[src/hdl/ule_pkg.sv]
// Shared types, character codes and command words for the UART line editor.
// No dependencies; every other file imports this package.
`default_nettype none

package ule_pkg;

  localparam int LINE_DEPTH = 32;
  localparam int CNT_W      = $clog2(LINE_DEPTH);
  // Longest command word plus one, so the character after it can be checked.
  localparam int KEEP       = 7;
  localparam int KEEP_W     = $clog2(KEEP);

  localparam logic [7:0] CH_CR    = 8'h0D;
  localparam logic [7:0] CH_LF    = 8'h0A;
  localparam logic [7:0] CH_BS    = 8'h08;
  localparam logic [7:0] CH_DEL   = 8'h7F;
  localparam logic [7:0] CH_SPACE = 8'h20;
  localparam logic [7:0] CH_NUL   = 8'h00;

  localparam logic [1:0] KIND_ECHO  = 2'd0;
  localparam logic [1:0] KIND_LINE  = 2'd1;
  localparam logic [1:0] KIND_ERASE = 2'd2;

  localparam logic [1:0] CMD_WHO     = 2'd0;
  localparam logic [1:0] CMD_STATUS  = 2'd1;
  localparam logic [1:0] CMD_HELP    = 2'd2;
  localparam logic [1:0] CMD_UNKNOWN = 2'd3;

  localparam logic [47:0] WORD_WHO    = 48'("WHO");
  localparam logic [47:0] WORD_STATUS = 48'("STATUS");
  localparam logic [47:0] WORD_HELP   = 48'("HELP");

  // One accepted byte and what it asks the output sequencer to send.
  typedef struct packed {
    logic [7:0] rx;
    logic [1:0] kind;
    logic [1:0] code;
  } job_t;

  function automatic logic [7:0] fold_case(input logic [7:0] c);
    logic [7:0] r;
    r = c;
    if (c inside {[8'h61:8'h7A]}) begin
      r = c - 8'd32;
    end
    return r;
  endfunction

  // Text (first KEEP held chars, n held in total) ends at first NUL or at n.
  // The word holds len chars, first char in the highest used byte.
  function automatic logic word_match(input logic [KEEP*8-1:0] txt, input logic [31:0] n,
                                      input logic [47:0] word, input int len);
    logic ok;
    ok = (n >= 32'(len));
    for (int i = 0; i < KEEP - 1; i++) begin
      if (i < len) begin
        if (fold_case(txt[i*8 +: 8]) != word[(len-1-i)*8 +: 8]) begin
          ok = 1'b0;
        end
      end
    end
    if (n != 32'(len) && txt[len*8 +: 8] != CH_NUL) begin
      ok = 1'b0;
    end
    return ok;
  endfunction

endpackage

`default_nettype wire

[src/hdl/ule_line.sv]
// Line state: held character count and the leading characters of the line.
// Classifies each accepted byte and matches the command. Uses ule_pkg.
`default_nettype none

module ule_line (
  input  wire logic        clk,
  input  wire logic        rst,
  input  wire logic        take,
  input  wire logic [7:0]  rx_byte,
  output ule_pkg::job_t    job
);
  import ule_pkg::*;

  logic [CNT_W-1:0]    count;
  logic [CNT_W-1:0]    count_next;
  logic [KEEP*8-1:0]   head;
  logic [31:0]         count_ext;
  logic                is_end;
  logic                is_erase;
  logic                held;
  logic                do_store;
  logic [1:0]          code;

  assign count_ext = 32'(count);
  assign is_end    = rx_byte inside {CH_CR, CH_LF};
  assign is_erase  = rx_byte inside {CH_BS, CH_DEL};
  assign held      = (count != '0);
  assign do_store  = !is_end && !is_erase && (count_ext < 32'(LINE_DEPTH - 1));

  always_comb begin
    if (word_match(head, count_ext, WORD_WHO, 3)) begin
      code = CMD_WHO;
    end else if (word_match(head, count_ext, WORD_STATUS, 6)) begin
      code = CMD_STATUS;
    end else if (word_match(head, count_ext, WORD_HELP, 4)) begin
      code = CMD_HELP;
    end else begin
      code = CMD_UNKNOWN;
    end
  end

  always_comb begin
    job.rx   = rx_byte;
    job.code = code;
    job.kind = KIND_ECHO;
    count_next = count;
    if (is_end && held) begin
      job.kind   = KIND_LINE;
      count_next = '0;
    end else if (is_erase && held) begin
      job.kind   = KIND_ERASE;
      count_next = count - 1'b1;
    end else if (do_store) begin
      count_next = count + 1'b1;
    end
  end

  always_ff @(posedge clk) begin
    if (rst) begin
      count <= '0;
    end else if (take) begin
      count <= count_next;
    end
  end

  // Only the first KEEP positions matter for matching; later chars are counted only.
  always_ff @(posedge clk) begin
    if (take && do_store && count_ext < 32'(KEEP)) begin
      head[count_ext[KEEP_W-1:0]*8 +: 8] <= rx_byte;
    end
  end

endmodule

`default_nettype wire

[src/hdl/ule_seq.sv]
// Output sequencer: one job register and a result register.
// Emits one or four results per job. Uses ule_pkg.
`default_nettype none

module ule_seq (
  input  wire logic        clk,
  input  wire logic        rst,
  input  wire logic        in_valid,
  output logic             in_stall,
  input  wire ule_pkg::job_t job_in,
  output logic             out_valid,
  input  wire logic        out_stall,
  output logic [7:0]       out_byte,
  output logic             out_byte_valid,
  output logic             command_event,
  output logic [1:0]       command_code,
  output logic             last
);
  import ule_pkg::*;

  job_t        job;
  logic        job_valid;
  logic [1:0]  idx;
  logic [1:0]  last_idx;
  logic        out_free;
  logic        load;
  logic        job_done;
  logic        take;
  logic [7:0]  r_byte;
  logic        r_bvalid;
  logic        r_event;
  logic [1:0]  r_code;
  logic        r_last;

  assign last_idx = (job.kind == KIND_ECHO) ? 2'd0 : 2'd3;
  assign out_free = !out_valid || !out_stall;
  assign load     = job_valid && out_free;
  assign job_done = load && (idx == last_idx);
  assign in_stall = job_valid && !job_done;
  assign take     = in_valid && !in_stall;

  always_comb begin
    r_byte   = job.rx;
    r_bvalid = 1'b1;
    r_event  = 1'b0;
    r_code   = CMD_WHO;
    r_last   = (idx == last_idx);
    case (idx)
      2'd0: r_byte = job.rx;
      2'd1: r_byte = (job.kind == KIND_LINE) ? CH_CR : CH_BS;
      2'd2: r_byte = (job.kind == KIND_LINE) ? CH_LF : CH_SPACE;
      2'd3: begin
        if (job.kind == KIND_LINE) begin
          r_byte   = CH_NUL;
          r_bvalid = 1'b0;
          r_event  = 1'b1;
          r_code   = job.code;
        end else begin
          r_byte = CH_BS;
        end
      end
      default: r_byte = job.rx;
    endcase
  end

  always_ff @(posedge clk) begin
    if (rst) begin
      job_valid <= 1'b0;
      idx       <= 2'd0;
    end else if (take) begin
      job_valid <= 1'b1;
      idx       <= 2'd0;
    end else if (job_done) begin
      job_valid <= 1'b0;
    end else if (load) begin
      idx <= idx + 2'd1;
    end
  end

  always_ff @(posedge clk) begin
    if (take) begin
      job <= job_in;
    end
  end

  always_ff @(posedge clk) begin
    if (rst) begin
      out_valid <= 1'b0;
    end else if (load) begin
      out_valid <= 1'b1;
    end else if (!out_stall) begin
      out_valid <= 1'b0;
    end
  end

  always_ff @(posedge clk) begin
    if (load) begin
      out_byte       <= r_byte;
      out_byte_valid <= r_bvalid;
      command_event  <= r_event;
      command_code   <= r_code;
      last           <= r_last;
    end
  end

endmodule

`default_nettype wire

[src/hdl/uart_line_editor_command_match.sv]
// UART line editor with command matching: top level over ule_line and ule_seq.
// The job register is loaded on the input transfer; the first result moves into the
// result register once that register is free, and can transfer from there.
// Throughput: a byte with a single result every cycle while out_stall is low; a line
// end or erase on a non-empty line gives 4 results, one per cycle while not stalled.
// Reset (rst, synchronous): empty line, no job, no result pending.
`default_nettype none

module uart_line_editor_command_match (
  input  wire logic       clk,
  input  wire logic       rst,
  // input channel
  input  wire logic       in_valid,
  output logic            in_stall,
  input  wire logic [7:0] rx_byte,
  // result channel
  output logic            out_valid,
  input  wire logic       out_stall,
  output logic [7:0]      out_byte,
  output logic            out_byte_valid,
  output logic            command_event,
  output logic [1:0]      command_code,
  output logic            last
);
  import ule_pkg::*;

  job_t job;
  logic take;

  // A transfer on the input channel updates the line state in the same edge
  // as the job register is loaded.
  assign take = in_valid && !in_stall;

  // Line state, byte classification and command match
  ule_line u_line (
    .clk     (clk),
    .rst     (rst),
    .take    (take),
    .rx_byte (rx_byte),
    .job     (job)
  );

  // Job register plus result register; the next byte is taken in the cycle
  // the last result of the current job moves into the result register.
  ule_seq u_seq (
    .clk            (clk),
    .rst            (rst),
    .in_valid       (in_valid),
    .in_stall       (in_stall),
    .job_in         (job),
    .out_valid      (out_valid),
    .out_stall      (out_stall),
    .out_byte       (out_byte),
    .out_byte_valid (out_byte_valid),
    .command_event  (command_event),
    .command_code   (command_code),
    .last           (last)
  );

endmodule

`default_nettype wire

[config.mk]
export PLATFORM = sky130hd
export DESIGN_NAME = uart_line_editor_command_match
export DESIGN_NICKNAME = d
export VERILOG_FILES = /design/src/hdl/ule_pkg.sv /design/src/hdl/ule_line.sv /design/src/hdl/ule_seq.sv /design/src/hdl/uart_line_editor_command_match.sv
export SDC_FILE = /design/constraint.sdc
export NUM_CORES = 1
export LEC_CHECK = 0
export BUFFER_PORTS_ARGS = -buffer_cell sky130_fd_sc_hd__buf_2
export CAP_MARGIN = 5
export CORE_ASPECT_RATIO = 1.1
export CORE_MARGIN = 5
export CORE_UTILIZATION = 55
export CTS_CLUSTER_SIZE = 20
export DETAILED_ROUTE_END_ITERATION = 8
export GPL_TIMING_DRIVEN = 0
export PLACE_DENSITY = 0.71
export REMOVE_ABC_BUFFERS = 1
export SETUP_SLACK_MARGIN = 0.1
export SYNTH_ARGS = -nofsm -noshare
export SYNTH_HDL_FRONTEND = slang
export SYNTH_SLANG_ARGS = --single-unit
[constraint.sdc]
create_clock -name clk -period 5.35 [get_ports clk]
set_input_delay 0.2675 -clock clk [delete_from_list [all_inputs] [get_ports clk]]
set_output_delay 0.2675 -clock clk [all_outputs]
set_load 0.005 [all_outputs]
==> metrics <==
status finished clean; worst-case vdd ir drop approximately 0.13 mV; Core Rows 34; clock sink count 90; area grow syn2layout 10.3%; antenna violations before repair 0; CP Max Fanout 9; r2r endpoint u_line.head[53]$_DFFE_PP_; HP Start rst; ant diodes 0; synthesized cell area 4360 um2; share of cells above drive strength 1 0.155; NetSw 0.000319 W; Leakage Power ~1.9 nW; Residual DRC 0; postcts setup bufs 0; GRT Total Usage 0.180; Clock power frac 0.335; Die Height 103 um; worst hold path class in -> reg; CP endpoint kind register; Die Wd 94.9 um; min Tclk post-route between 3000 and 4000 ps; Mapped Cells around 360; IO buf count 26; Pins Over Slew Limit 0; Max Clk Rate 0.326 GHz; drt wl/cell roughly 16 um; first-pass GRT wire length 12.9 mm; worst r2r path cells 5; ys flop type edfxtp_1; DR vias/cell 5.50; Root Buffer clkbuf_8; worst reg-to-reg setup slack around 2300 ps; Seq pwr share 0.578; Fill cells 648; RSZ-0062 raised after global routing no; GR Overflow Total 0; Routed WL 8.05 mm; DRT iter0 DRCs between 100 and 150; Max Cap Viol 0; hold_buf cts 0; Synth Warn # 0; Bufs on Longest Clock Path 2; Fin. Hold Viols 0; fin crit share 0.573; Detail Placement HPWL 5.66 mm; library cells used by synthesis 60; post-CTS sizing 0; H-tree levels 3; Hold Path Depth 2; 1st-pass router iterations 4; Avg Cell Area, Syn approximately 12 um2; Skew-Pair Late Insertion Delay ~350 ps; Data arrival, critical path ~3100 ps; vias in the first global route between 2k and 3k; Top-Level Pins 27; Gate power share 0.087; layout net count about 420; Hold Path Sink u_seq.job_valid$_SDFFE_PP0P_; register area around 2600 um2; area leader, netlist edfxtp_1; worst r2r src u_line.count[0]$_SDFFE_PP0P_; fin util 0.614; area of the multi-input gates 1620 um2; CTS buffer count 9; critical path type reg -> reg; synthesized flop and latch total 90; Tightest Pin Transition 987 ps; Starting Density 0.557; Setup TNS Final 0 ps; sequential area share after synthesis 0.599; PD cells 291 nW/um2; internal power 0.00108 W; Post-DRT Antenna Nets 0; Worst setup SP type register; Critical Path RT approximately 5400 ps; Area contributors post-synth edfxtp_1, and2_1, ha_1; # setup viols final 0; Worst slew margin 0.336; ys async rst share 0; DIE AREA 9810 um2; CTS tree yes; largest net degree at the start of global routing 19; number of flops mapped to enable cells by yosys just over 80; routability cong. 0.801; Clk pin slew, worst setup/hold paths around 90 ps; Core ar. between 7000 and 8000 um2; fraction of power spent switching nets 0.228; Vias around 2.8k; area share of the largest cell type after synthesis 0.558; Fin Clk Skew roughly 7.1 ps
layer usage:
layer,routed length (um),GRT usage,up-vias,part of all wire
met1,3550,0.225,1326,0.44
met2,4140,0.311,62,0.51
li1,-,-,1370,-
met3,332,0.0311,2,0.041
met4,29,0.0733,0,0.0036
met5,0,0,-,0
cell usage in the layout, fill, tap and decap left out, types with 3 or more instances in the layout:
cell type  Yosys  layout
clkbuf_8       0      11
and3_1         3       3
buf_2          1      26
nor3_1        12      12
and2_1        60      60
nand3_1        6       6
and2_2         7       7
dfxtp_1        9       9
inv_1         24      24
a21o_1         6       6
nand4_1        4       4
o21ai_0        9       9
a21oi_1        8       8
ha_1          16      16
or4_1          3       3
a32o_1         4       4
nor4_1        11      11
edfxtp_1      81      81
nand2_1       24      24
nand2b_1       4       4
nor2_1        12      12
cell families after synthesis:
kind of cell,Yosys count,synth area share
compound gates,52,0.0884
xor+xnor,3,0.00603
fa+ha+maj,17,0.0505
buf+inv,32,0.0281
flops,90,0.599
mux,1,0.00230
simple gates,163,0.225
how the worst max path moves through the flow:
stage,to,start,cells after the start
floorplan,u_line.count[4]$_SDFFE_PP0P_,u_line.count[0]$_SDFFE_PP0P_,12
global placement,u_line.head[48]$_DFFE_PP_,u_line.count[0]$_SDFFE_PP0P_,5
detailed placement,u_line.head[54]$_DFFE_PP_,u_line.count[0]$_SDFFE_PP0P_,5
CTS,u_line.head[54]$_DFFE_PP_,u_line.count[0]$_SDFFE_PP0P_,5
global route,u_line.head[50]$_DFFE_PP_,u_line.count[0]$_SDFFE_PP0P_,6
finish,u_line.head[53]$_DFFE_PP_,u_line.count[0]$_SDFFE_PP0P_,5
power by group through the flow:
stage	combinational (W)	sequential, W	clock (W)
after global placement	0.000119	0.000823	0
final	0.000122	0.000808	0.000468
after global routing	0.000138	0.000810	0.000508
after detailed placement	0.000122	0.000824	0
after CTS	0.000123	0.000808	0.000482
after floorplan	0.0000781	0.000820	0
per-stage QoR:
stage	total power [W]	hold WS (ps)	area (um2)	cells	worst slack [ps]
floorplan	0.000898	337	4330	352	2830
global placement	0.000942	512	4600	486	2400
detailed placement	0.000946	511	4600	486	2250
CTS	0.00141	156	4810	502	2230
global route	0.00146	185	4810	502	2010
finish	0.00140	173	4810	502	2280
Yosys cell counts, types with 6 or more instances:
cell type	n
ha_1	16
o21ai_0	9
a21oi_1	8
a21o_1	6
nor2_1	12
nor4_1	11
nand2_1	24
and2_2	7
edfxtp_1	81
nor3_1	12
inv_1	24
nand3_1	6
and2_1	60
dfxtp_1	9
critical path, stage by stage (launching register included):
cell,delay [ps]
dfxtp_1,560
inv_1,220
ha_1,290
ha_1,350
nor4_1,860
and2_1,460
registers in the layout, summed over array words and instances, names as in the netlist:
name and flops:
u_line.count 5, u_line.head 56, u_seq.job_valid 1, u_seq.command_code 2, u_seq.out_valid 1, u_seq.command_event 1
u_seq.job 12, u_seq.last 1, u_seq.out_byte 8, u_seq.idx 2, u_seq.out_byte_valid 1
layout make-up:
cell class,instances,share of cell area
Tap cell,108,0.0281
Timing Repair Buffer,26,0.0271
Clock inverter,4,0.0107
Multi-Input combinational cell,236,0.338
Clock buffer,12,0.0323
Sequential cell,90,0.544
Inverter,26,0.0206
Power figures use the tool's default switching activity.
